## config.mk

```make
export PLATFORM = sky130hd
export DESIGN_NAME = v3n_div_cell
export DESIGN_NICKNAME = d
export VERILOG_FILES = /design/src/hw/rtl/v3n_pkg.sv /design/src/hw/rtl/v3n_div_cell.sv
export SDC_FILE = /design/constraint.sdc
export NUM_CORES = 1
export LEC_CHECK = 0
export BUFFER_PORTS_ARGS = -buffer_cell sky130_fd_sc_hd__buf_2
export CORE_AREA = 5 5 395 397
export CTS_BUF_LIST = sky130_fd_sc_hd__clkbuf_16
export CTS_CLUSTER_SIZE = 12
export DETAILED_ROUTE_END_ITERATION = 8
export DIE_AREA = 0 0 400 402
export RECOVER_POWER = 50
export SKIP_LAST_GASP = 1
export SYNTH_ARGS = -nofsm -noshare
export SYNTH_HDL_FRONTEND = slang
export SYNTH_SLANG_ARGS = --single-unit
```

## constraint.sdc

```tcl
create_clock -name clk -period 0.8 [get_ports clk]
set_input_delay 0.08 -clock clk [delete_from_list [all_inputs] [get_ports clk]]
set_output_delay 0.08 -clock clk [all_outputs]
set_load 0.01 [all_outputs]
```

## src/hw/rtl/v3n_pkg.sv

```systemverilog
// ----------------------------------------------------------------------------
// v3n_pkg: shared types and constants for the vector normaliser
// Pipeline word types for the square-root and divider cell rows.
// ----------------------------------------------------------------------------
package v3n_pkg;

	localparam int unsigned CompW  = 32;
	localparam int unsigned MagW   = 32;
	localparam int unsigned SumW   = 64;
	localparam int unsigned UnitSh = 30;
	localparam int unsigned DivW   = CompW + UnitSh;  // abs(component) << 30
	localparam int unsigned NumW   = 3;

	// Square-root cell payload
	typedef struct packed {
		logic [SumW-1:0]  rad;   // radicand, shifted left two bits per cell
		logic [MagW+1:0]  rem;   // partial remainder
		logic [MagW-1:0]  root;  // partial root
	} sqrt_word_t;

	// Divider cell payload, one per component
	typedef struct packed {
		logic [DivW-1:0]  num;   // dividend bits still to enter
		logic [MagW:0]    rem;   // partial remainder
		logic [DivW-1:0]  quo;   // quotient so far
		logic             neg;   // component sign
	} div_word_t;

	// Side data carried alongside the cells
	typedef struct packed {
		logic [CompW-1:0] ax;
		logic [CompW-1:0] ay;
		logic [CompW-1:0] az;
		logic             nx;
		logic             ny;
		logic             nz;
	} side_t;

endpackage

```

## src/hw/rtl/v3n_div_cell.sv

```systemverilog
// ----------------------------------------------------------------------------
// v3n_div_cell: one quotient bit of three restoring dividers
// All three components share the divisor carried alongside.
// ----------------------------------------------------------------------------
module v3n_div_cell (
	input  logic                        clk,
	input  logic                        arst_n,
	input  logic                        vld_in,
	input  logic [v3n_pkg::MagW-1:0]    mag_in,
	input  v3n_pkg::div_word_t          d_in  [v3n_pkg::NumW],
	output logic                        vld_out,
	output logic [v3n_pkg::MagW-1:0]    mag_out,
	output v3n_pkg::div_word_t          d_out [v3n_pkg::NumW]
);

	v3n_pkg::div_word_t     nxt [v3n_pkg::NumW];
	logic [v3n_pkg::MagW:0] sh  [v3n_pkg::NumW];

	always_comb begin
		for (int i = 0; i < v3n_pkg::NumW; i++) begin
			sh[i]      = {d_in[i].rem[v3n_pkg::MagW-1:0], d_in[i].num[v3n_pkg::DivW-1]};
			nxt[i].num = {d_in[i].num[v3n_pkg::DivW-2:0], 1'b0};
			nxt[i].neg = d_in[i].neg;
			if (sh[i] >= {1'b0, mag_in}) begin
				nxt[i].rem = sh[i] - {1'b0, mag_in};
				nxt[i].quo = {d_in[i].quo[v3n_pkg::DivW-2:0], 1'b1};
			end else begin
				nxt[i].rem = sh[i];
				nxt[i].quo = {d_in[i].quo[v3n_pkg::DivW-2:0], 1'b0};
			end
		end
	end

	always_ff @(posedge clk or negedge arst_n) begin
		if (!arst_n) begin
			vld_out <= 1'b0;
		end else begin
			vld_out <= vld_in;
		end
	end

	always_ff @(posedge clk) begin
		mag_out <= mag_in;
		d_out   <= nxt;
	end

endmodule

```

* Word level (Yosys, flattened, before mapping)
Cells that the tools add are included.
** Word-level totals
- Flip-flop bits (word level) :: 504
- Latch bits :: 0
- Memory bits (writable) :: 0
- ROM bits :: 0
- Input bits :: 509
- Output and inout port bits :: 507
- Word-level logic and storage cells :: 23
- Memories kept :: 0
** Operators by class
- Add/sub/neg operators :: 3
- Multipliers :: 0
- Divide/modulo/power cells :: 0
- $lt $le $gt $ge :: 3
- Equal/unequal tests :: 0
- Shift-type cells :: 0
- Multiplexer cells :: 3
- Bitwise operators :: 0
- Reduce and logical (&&, ||, !) cells :: 0
** Operator list (count)
- $mux 95 :: 3
- $ge 33x32->1 :: 3
- $sub 33x32->33 :: 3

* Depth between registers and ports, before layout
- Word-level depth :: 2
- Mapped depth :: 14
- Depth with buffers taken out :: 12

* Worst setup path before layout
No wires, ideal clock.
- Path type :: input port to flip-flop
- Start point :: input mag_in[4] (netlist name)
- End point :: register d_out[231] (netlist name)
- Setup time :: 0.121 ns
- Data arrival time :: 2.768 ns
- Data required time :: 0.679 ns
- Slack :: -2.089 ns
- Cell stages on the path :: 11
- Buffers on the path :: 1
- Cells stage by stage :: inv_1 > ha_1 > a21o_1 > or3_1 > o21ai_1 > a21oi_1 > o311ai_2 > a211oi_1 > o41ai_4 > buf_4 > mux2_2
** RTL lines
- start, declared :: RTL line v3n_div_cell.sv:9 : input logic [v3n_pkg::MagW-1:0] mag_in,
- end signal, assigned :: RTL line v3n_div_cell.sv:44 : d_out <= nxt;
- end, declared :: RTL line v3n_div_cell.sv:13 : output v3n_pkg::div_word_t d_out [v3n_pkg::NumW]

==> flow_metrics.py <==
metrics = {
    "pwr": {
        "netSwitchingPower_uw": 26200,
        "clock_power_share_pct": 39.0,
        "p_sw_share_pct": 30.3,
        "peakVddDrop_v": 0.00174,
        "powerDensity_mw_per_mm2": 2060,
        "p_int_uw": 60300,
        "p_total_uw": 86500,
        "p_comb_share_pct": 27.1,
        "seqPwrFrac_pct": 33.9,
        "leakagePower_uw": 0.0187,
    },
    "placement": {
        "placed_cells": 4843,
        "hpwl_um": 139000,
        "port-buffer-count": 1006,
        "routabilityCongestion": 0.961,
    },
    "synthesis": {
        "synthDistinctLibCells": 66,
        "yosys_warnings": 0,
        "synth.area.top_cells": "dfxtp_1, ha_1, a21oi_1, mux2_2, xnor2_1",
        "ys.flop_type": "dfxtp_1",
        "avgSynthCellArea_um2": 11.3,
        "yosysTopAreaCellShare_pct": 61.0,
        "async_flop_share_pct": 0.198,
        "syn_inst": 1458,
        "syn_area_mm2": 0.0165,
        "synth-seq-cells": 504,
        "synth_edf_count": 0,
        "yosys.area.top_type": "dfxtp_1",
        "seq_area_frac_synth_pct": 61.2,
    },
    "finish": {
        "final_common_cell": "dlygate4sd3_1",
        "multi_input_area_mm2": 0.00744,
        "fill_cells": 15797,
        "syn_to_final_growth_pct": 155,
        "final_cells": 5745,
        "nNetsFinal": 4215,
        "final_core_util_pct": 27.8,
        "seq_area_mm2": 0.0107,
        "layout-drive-gt1-share_pct": 60.1,
        "final_cell_mix": "dlygate4sd3_1, buf_2, dfxtp_2, buf_6, buf_4",
    },
    "hold_path": {
        "hold_path_class": "in2reg",
        "min_from": "mag_in[0]",
        "min_to": "mag_out[0]$_DFF_P_",
        "holdPathStages": 1,
    },
    "sta": {
        "drv_slew": 0,
        "hold_ws_ns": -0.438,
        "grt_setup_unrepaired": "yes",
        "hold_violations": 11,
        "worst_slack_ns": -1.54,
        "max_slew_margin_pct": 64.3,
        "period_needed_ns": 2.34,
        "finalCritPeriodShare_pct": 292,
        "worstMarginPinSlew_ns": 0.533,
        "fmaxAchievable_mhz": 427,
        "setup_viol": 607,
    },
    "clocking": {
        "numCtsBuffers": 70,
        "cts-root-buf": "clkbuf_16",
        "clk_pin_slew_ns": 0.06,
        "cts_tree": "built",
        "clock-sinks": 504,
        "cts-htree-levels": 3,
        "clk_path_buf_depth": 3,
    },
    "floorplan": {
        "die_w_um": 400,
        "die_h_um": 402,
        "design.core.area_mm2": 0.152,
        "rows": 143,
        "ios": 1016,
        "start_util_pct": 10.9,
        "die-area_mm2": 0.161,
    },
    "critical_path": {
        "path_delay_family": "compound AO/OA/AOI/OAI gates",
        "critPathLaunchType": "input pin",
        "crit_type": "in2reg",
        "required_ns": 1.34,
        "cp_max_fo": 8,
        "max_stage_delay_ns": 0.37,
        "slowest_stage": "o311ai_4",
        "cp-end-kind": "flip-flop",
        "cp_data_arrival_time_ns": 2.88,
        "crit_chain": "buf_8 -> clkinvlp_4 -> buf_12 -> buf_6 -> ha_4 -> a21oi_4 -> o41ai_2 -> a31oi_1 -> buf_4 -> o21ai_4 -> o311ai_4 -> a211oi_4 -> o41ai_4 -> buf_6 -> buf_12 -> mux2_4",
        "worst-path-buf-inv": 7,
    },
    "route": {
        "drt_wl_total_um": 168000,
        "ant_nets": 0,
        "drtIter0Drc": 882,
        "drtPass1Iterations": 5,
        "drc": 0,
        "vias_per_cell": 3.62,
        "wl_per_cell_um": 29.3,
        "num_vias": 20803,
    },
    "outcome": {
        "violations": "negative hold slack, negative setup slack",
        "status": "finished with violations",
    },
    "global_route": {
        "grt_usage_pct": 19.5,
        "antenna_found_initial": 136,
        "grt_pass1_vias": 21567,
        "grt_pass1_wl_um": 206000,
        "overflow": 0,
        "grt_max_degree": 17,
    },
    "flow_run": {
        "maxCapViolations": 0,
    },
}
## sequential cells by signal, indices dropped and copies added, names as in the netlist
name and flops:
d_out 471, mag_out 32, vld_out 1
## per-layer routing
metal  vias up  track usage (%)  share of wire [%]
met1      9920             20.7                 36
met5         -                0               0.15
met4        36             6.77                5.4
li1       9480                -                  -
met2      1021             32.6                 46
met3       346             10.7                 13
## metrics by stage
step           worst slack (ns)  TNS [ns]  area, um2
2_1_floorplan             -1.90   -166.84      17000
3_3_place_gp              -2.48   -228.37      27400
3_5_place_dp              -2.49   -233.16      27400
4_1_cts                   -1.48   -401.34      37100
5_1_grt                   -1.60   -383.72      42000
6_report                  -1.54   -344.67      42100
## logic make-up (layout without fill, tap and decap cells)
group	after synthesis	after routing	synth area share [%]
xor gates and xnor gates	75	75	3.98
other	1	56	0.0227
buffers and inverters	96	2298	2.33
adders and majority gates	99	99	7.65
AOI/OAI and AO/OA	334	334	13.0
muxes	41	41	2.79
and+or+nand+nor	308	308	9.00
DFF	504	504	61.2
## synthesized netlist by cell type (28+ instances only)
| master | count |
|---|---|
| mux2_2 | 39 |
| o21ai_0 | 82 |
| ha_1 | 96 |
| nor2_1 | 76 |
| xnor2_1 | 47 |
| xor2_1 | 28 |
| a21oi_1 | 95 |
| nand3_1 | 30 |
| nand2_1 | 88 |
| dfxtp_1 | 503 |
| inv_1 | 59 |
| a21o_1 | 37 |
## power by group through the flow
stage	Combinational [uW]	Clock, uW	Sequential [uW]
6_report	23400	33800	29300
5_1_grt	24800	35700	29400
4_1_cts	19700	34900	28400
3_5_place_dp	16000	0	28800
3_3_place_gp	16000	0	28900
2_1_floorplan	5100	0	29500
## area by class of cell
class | instances | share of cell area, %
antenna | 53 | 0.315
clock buffer | 70 | 4.17
clock inverter | 57 | 1.68
inverter | 59 | 0.583
multi-input combinational | 860 | 17.7
sequential | 504 | 25.4
tap | 2030 | 6.04
timing repair buffer | 2112 | 44.1
## repair_timing
action / in CTS / in global routing
cloned: 2 / 7
resized for setup: 96 / 1639
hold buffers: 657 / 8
endpoints found under the hold margin: 503 / 20
setup buffers: 21 / 32
pin swaps: 31 / 80
setup endpoints to repair: 606 / 606
## worst max path at each step
stage	depth (start not counted)	slack [ns]	startpoint	end
4_1_cts	14	-1.48	mag_in[1]	d_out[93]$_DFF_P_
6_report	16	-1.54	mag_in[10]	d_out[228]$_DFF_P_
5_1_grt	15	-1.60	d_in[157]	d_out[93]$_DFF_P_
2_1_floorplan	11	-1.90	mag_in[4]	d_out[231]$_DFF_P_
3_5_place_dp	14	-2.49	mag_in[2]	d_out[253]$_DFF_P_
3_3_place_gp	13	-2.48	d_in[473]	d_out[411]$_DFF_P_
(Power assumes the default switching activity.)
