==> config.mk <==
export PLATFORM = sky130hd
export DESIGN_NAME = v3n_sqrt_cell
export DESIGN_NICKNAME = d
export VERILOG_FILES = /design/src/hw/rtl/v3n_pkg.sv /design/src/hw/rtl/v3n_sqrt_cell.sv
export SDC_FILE = /design/constraint.sdc
export NUM_CORES = 1
export LEC_CHECK = 0
export CAP_MARGIN = 5
export CORE_AREA = 2 2 177 179
export DETAILED_ROUTE_END_ITERATION = 8
export DIE_AREA = 0 0 179 181
export DONT_BUFFER_PORTS = 1
export PLACE_DENSITY = 0.41
export SKIP_CTS_REPAIR_TIMING = 1
export SLEW_MARGIN = 10
export SYNTH_ARGS = -nofsm -noshare
export SYNTH_HDL_FRONTEND = slang
export SYNTH_SLANG_ARGS = --single-unit
==> constraint.sdc <==
create_clock -name clk -period 0.8 [get_ports clk]
set_input_delay 0 -clock clk [delete_from_list [all_inputs] [get_ports clk]]
set_output_delay 0 -clock clk [all_outputs]
set_load 0.005 [all_outputs]
==> src/hw/rtl/v3n_pkg.sv <==
// ----------------------------------------------------------------------------
// v3n_pkg: shared types and constants for the vector normaliser
// Pipeline word types for the square-root and divider cell rows.
// ----------------------------------------------------------------------------
package v3n_pkg;

	localparam int unsigned CompW  = 32;
	localparam int unsigned MagW   = 32;
	localparam int unsigned SumW   = 64;
	localparam int unsigned UnitSh = 30;
	localparam int unsigned DivW   = CompW + UnitSh;  // abs(component) << 30
	localparam int unsigned NumW   = 3;

	// Square-root cell payload
	typedef struct packed {
		logic [SumW-1:0]  rad;   // radicand, shifted left two bits per cell
		logic [MagW+1:0]  rem;   // partial remainder
		logic [MagW-1:0]  root;  // partial root
	} sqrt_word_t;

	// Divider cell payload, one per component
	typedef struct packed {
		logic [DivW-1:0]  num;   // dividend bits still to enter
		logic [MagW:0]    rem;   // partial remainder
		logic [DivW-1:0]  quo;   // quotient so far
		logic             neg;   // component sign
	} div_word_t;

	// Side data carried alongside the cells
	typedef struct packed {
		logic [CompW-1:0] ax;
		logic [CompW-1:0] ay;
		logic [CompW-1:0] az;
		logic             nx;
		logic             ny;
		logic             nz;
	} side_t;

endpackage

==> src/hw/rtl/v3n_sqrt_cell.sv <==
// ----------------------------------------------------------------------------
// v3n_sqrt_cell: one root bit of the restoring square root
// Takes two radicand bits, trial-subtracts and registers the result.
// ----------------------------------------------------------------------------
module v3n_sqrt_cell (
	input  logic               clk,
	input  logic               arst_n,
	input  logic               vld_in,
	input  v3n_pkg::sqrt_word_t d_in,
	input  v3n_pkg::side_t     side_in,
	output logic               vld_out,
	output v3n_pkg::sqrt_word_t d_out,
	output v3n_pkg::side_t     side_out
);

	logic [v3n_pkg::MagW+1:0] shifted;
	logic [v3n_pkg::MagW+1:0] trial;
	v3n_pkg::sqrt_word_t      nxt;

	always_comb begin
		shifted = {d_in.rem[v3n_pkg::MagW-1:0],
			d_in.rad[v3n_pkg::SumW-1 -: 2]};
		trial   = {d_in.root, 2'b01};
		nxt.rad = {d_in.rad[v3n_pkg::SumW-3:0], 2'b00};
		if (shifted >= trial) begin
			nxt.rem  = shifted - trial;
			nxt.root = {d_in.root[v3n_pkg::MagW-2:0], 1'b1};
		end else begin
			nxt.rem  = shifted;
			nxt.root = {d_in.root[v3n_pkg::MagW-2:0], 1'b0};
		end
	end

	always_ff @(posedge clk or negedge arst_n) begin
		if (!arst_n) begin
			vld_out <= 1'b0;
		end else begin
			vld_out <= vld_in;
		end
	end

	always_ff @(posedge clk) begin
		d_out    <= nxt;
		side_out <= side_in;
	end

endmodule

==> After elaboration in Yosys (flattened, before gate mapping) <==
Cells that the tools add are included.
{ "op_classes": {"n_addsub": 1, "n_lt_le_gt_ge": 1, "muxes": 1} }
{ "op_table": {"columns": ["cell", "n"], "rows": [
  ["2-to-1 mux 66 bit", 1],
  [">= comparator 34 bit", 1],
  ["subtractor 34 bit", 1]
]} }
{ "totals": {"word_cells": 13, "ff_bits": 228} }

==> Logic depth before layout (Yosys ltp) <==
{ "logic_depth": {"ltp_word": 2, "depth_mapped": 14, "depth_no_buf": 11} }

==> Least setup slack after synthesis <==
OpenSTA, ideal clock, no wires.
{ "synth_path": {"kind": "input to register", "startpoint": "input d_in[7] (netlist name)", "endpoint": "register d_out[36] (netlist name)", "setup_ns": 0.121, "stages": 12, "slack_ns": -1.462, "arrival_time_ns": 2.140, "n_path_buf": 1, "cell_sequence": "inv_1 > ha_1 > nand3_4 > nor4b_4 > o31ai_2 > a21oi_2 > o21ai_4 > a21boi_4 > nor2_8 > inv_8 > buf_12 > mux2_4"} }
{ "synth_lines": {"columns": ["item", "line", "rtl"], "rows": [
  ["start, declared", "v3n_sqrt_cell.sv:9", "input v3n_pkg::sqrt_word_t d_in,"],
  ["end signal, assigned", "v3n_sqrt_cell.sv:43", "d_out <= nxt;"],
  ["end, declared", "v3n_sqrt_cell.sv:12", "output v3n_pkg::sqrt_word_t d_out,"]
]} }

==> flow_metrics.tcl <==
set metrics [dict create \
    result_of_the_run "finished with violations" \
    failing_checks "hold timing, setup timing" \
    core_um2 30300 \
    cts.reportedPaths.clkPinSlew_ns 0.06 \
    number_of_enable_flip_flop_cells_after_synthesis 0 \
    die_height_um 181 \
    place.gp.congestion 0.867 \
    fillers 2766 \
    synth_seq_cells 228 \
    detail_route.vias_per_cell 4.18 \
    cp_launch_type "primary input" \
    cp_data_arrival_time_ns 2.11 \
    setup_viol 263 \
    postLayoutCellArea_um2 13000 \
    clock.fmax_mhz 586 \
    fraction_of_layout_instances_using_a_drive_strength_above_1_pct 54.9 \
    timing.final.crit_share_pct 213 \
    std_cell_rows 64 \
    register_share_of_total_power_pct 43.3 \
    hp-class "primary input to flop" \
    ctsLongestPathBuffers 3 \
    synth_area_leader_cell "sky130_fd_sc_hd__dfxtp_1" \
    floorplan.die_area_um2 32400 \
    post-synth-top-area-fraction_pct 62.8 \
    drc_violations_left 0 \
    final.hold.worst_slack_ns -0.493 \
    layout_min_cycle_time_ns 1.71 \
    power.switching_mw 7.37 \
    grt_max_degree 16 \
    power_per_cell_area_nw_per_um2 2310 \
    power.static_leakage_nw 5.34 \
    ir_worst_vdd_uv 1220 \
    cts_tree "built" \
    num-nets-final 1217 \
    overall_global_routing_resource_usage_pct 14.0 \
    fp.dieW_um 179 \
    unrepaired_setup_endpoints_after_global_routing "true" \
    worst_slew_pin_slew_ns 0.624 \
    wire_per_inst_um 20.6 \
    post_synth_most_frequent_cells "sky130_fd_sc_hd__dfxtp_1 (227), sky130_fd_sc_hd__inv_1 (42), sky130_fd_sc_hd__a21oi_1 (41)" \
    port_buffers 0 \
    synthTopCellsByArea "sky130_fd_sc_hd__dfxtp_1 (63%), sky130_fd_sc_hd__ha_1 (5.9%), sky130_fd_sc_hd__mux2_4 (4.1%)" \
    cts_inserted_buffers 24 \
    syn-cell-area_um2 7240 \
    synth.distinct_cells 67 \
    drtIter0Drc 157 \
    power.combinational.fraction_pct 16.7 \
    finalCoreUtilization_pct 42.8 \
    htree_num_levels 1 \
    synthCells 589 \
    final-max-slew-violation-count 0 \
    first_global_vias 5194 \
    total_grt_overflow 0 \
    max_slew_margin_pct 57.3 \
    swShare_pct 24.6 \
    maxCapViolations 0 \
    grt_first_pass_wirelength_um 33500 \
    ys_seq_area_share_pct 63.1 \
    synthToLayoutAreaGrowth_pct 79.3 \
    first_pass_iters 4 \
    clock_sink_count 228 \
    initial_utilization_pct 23.8 \
    yosysWarnings 0 \
    io_pins 462 \
    syn_area_cell_um2 12.3 \
    finalHoldViolCount 18 \
    drt_wl_total_um 28200 \
    detailed_place.area_um2 8660 \
    ant_nets 0 \
    worst_setup_path_end_kind "flop" \
    portion_of_total_power_attributed_to_the_clock_network_pct 40.0 \
    critical_path_peak_fanout 6 \
    fraction_of_registers_with_async_set_or_reset_after_synthesis_pct 0.439 \
    most_repeated_cell_in_the_gate_level_netlist_after_synthesis "sky130_fd_sc_hd__dfxtp_1" \
    grt_antenna_before_repair 2 \
    post-route-worst-setup-slack_ns -0.905 \
    detailedPlacementHpwl_um 20100 \
    route.vias.total 5711 \
    worstSetupPathType "primary input to flop" \
    dominantRegCellSynth "sky130_fd_sc_hd__dfxtp_1" \
    data_required_critical_path_ns 1.20 \
    internal_power_mw 22.6 \
    clk_root_buffer_cell "sky130_fd_sc_hd__clkbuf_16" \
]
[metrics by stage]
step / std cells / power, mW / TNS, ns / setup slack, ns / hold WS [ns]
floorplan: 590 / 14.9 / -44.82 / -1.38 / -0.296
global placement: 1089 / 16.4 / -53.52 / -1.61 / -0.295
detailed placement: 1089 / 16.4 / -52.12 / -1.58 / -0.295
CTS: 1132 / 28.4 / -54.10 / -1.04 / -0.857
global route: 1365 / 31.3 / -51.43 / -0.976 / -0.531
finish: 1366 / 30.0 / -39.45 / -0.905 / -0.493
[routing by layer]
layer  track usage, %  vias to the layer above  wire (um)
met5                0                        -         79
met4             3.19                        2        392
met3             7.43                       33       2880
met2             23.2                      250      14100
met1             15.8                     2672      10700
li1                 -                     2754          -
[state kept, by name (all words and copies together), names as in the netlist]
signal    count
vld_out       1
side_out     99
d_out       128
[final timing paths]
kind | slack, ns | depth (start not counted) | endpoint | start
worst max-delay path | -0.91 | 12 | d_out[45] | d_in[129]
max in group asynchronous | 0.36 | 2 | vld_out | arst_n
worst min-delay path | -0.49 | 0 | d_out[13] | d_in[12]
min in group asynchronous | 0.29 | 2 | vld_out | arst_n
[worst max-delay path, stage by stage]
cell                        delay (ns)
sky130_fd_sc_hd__inv_1            0.06
sky130_fd_sc_hd__ha_1             0.23
sky130_fd_sc_hd__nor2b_4          0.05
sky130_fd_sc_hd__o31a_1           0.29
sky130_fd_sc_hd__o31ai_4          0.30
sky130_fd_sc_hd__a21oi_4          0.11
sky130_fd_sc_hd__o21ai_4          0.21
sky130_fd_sc_hd__a21boi_4         0.11
sky130_fd_sc_hd__nor2_8           0.16
sky130_fd_sc_hd__clkinv_8         0.11
sky130_fd_sc_hd__clkbuf_16        0.18
sky130_fd_sc_hd__mux2_4           0.29
[cell families after synthesis]
family / count (synthesis) / synth area share, %
buffers and inverters: 56 / 3.66
and+or+nand+nor: 95 / 7.17
AOI/OAI and AO/OA: 127 / 12.5
xor gates and xnor gates: 26 / 3.15
DFF: 228 / 63.1
other: 1 / 0.0518
adders and majority gates: 34 / 5.88
muxes: 22 / 4.44
[cell usage in the layout (no fill, tap or decap), drive strengths merged, types with 3 or more instances in the layout]
master / netlist / routed
or3: 3 / 3
nand3: 12 / 12
nor3: 11 / 11
a31oi: 4 / 4
mux2: 21 / 21
dfxtp: 227 / 227
xor2: 9 / 9
nand2b: 4 / 4
buf: 8 / 127
and3: 8 / 8
a21o: 16 / 16
o21a: 4 / 4
xnor2: 17 / 17
o31ai: 3 / 3
nor2: 20 / 20
bufinv: 0 / 4
nand4: 3 / 3
ha: 34 / 34
nand2: 24 / 24
clkinv: 0 / 6
inv: 43 / 44
a21oi: 43 / 43
clkbuf: 5 / 32
dlygate4sd3: 0 / 220
a31o: 3 / 3
a211oi: 7 / 7
o311ai: 5 / 5
nor4b: 3 / 3
o21ai: 24 / 24
[power groups by stage]
stage / registers [mW] / clock network [mW] / logic (mW)
after floorplan: 12.8 / 0 / 2.10
after global placement: 13.1 / 0 / 3.31
after detailed placement: 13.1 / 0 / 3.30
after CTS: 12.8 / 12.2 / 3.32
after global routing: 13.1 / 12.8 / 5.40
final: 13.0 / 12.0 / 5.00
[final cells by class]
| class | count | area (um2) | share of cell area, % |
|---|---|---|---|
| diodes | 2 | 5.00 | 0.0386 |
| repair buffers | 348 | 3290 | 25.4 |
| flip-flops and latches | 228 | 4910 | 37.8 |
| clock inverters | 12 | 193 | 1.49 |
| well taps | 396 | 495 | 3.82 |
| clock buffers | 31 | 668 | 5.15 |
| inverters | 43 | 208 | 1.60 |
| multi-input cells | 306 | 3210 | 24.7 |
No activity file was read; power rests on OpenSTA's default activity.
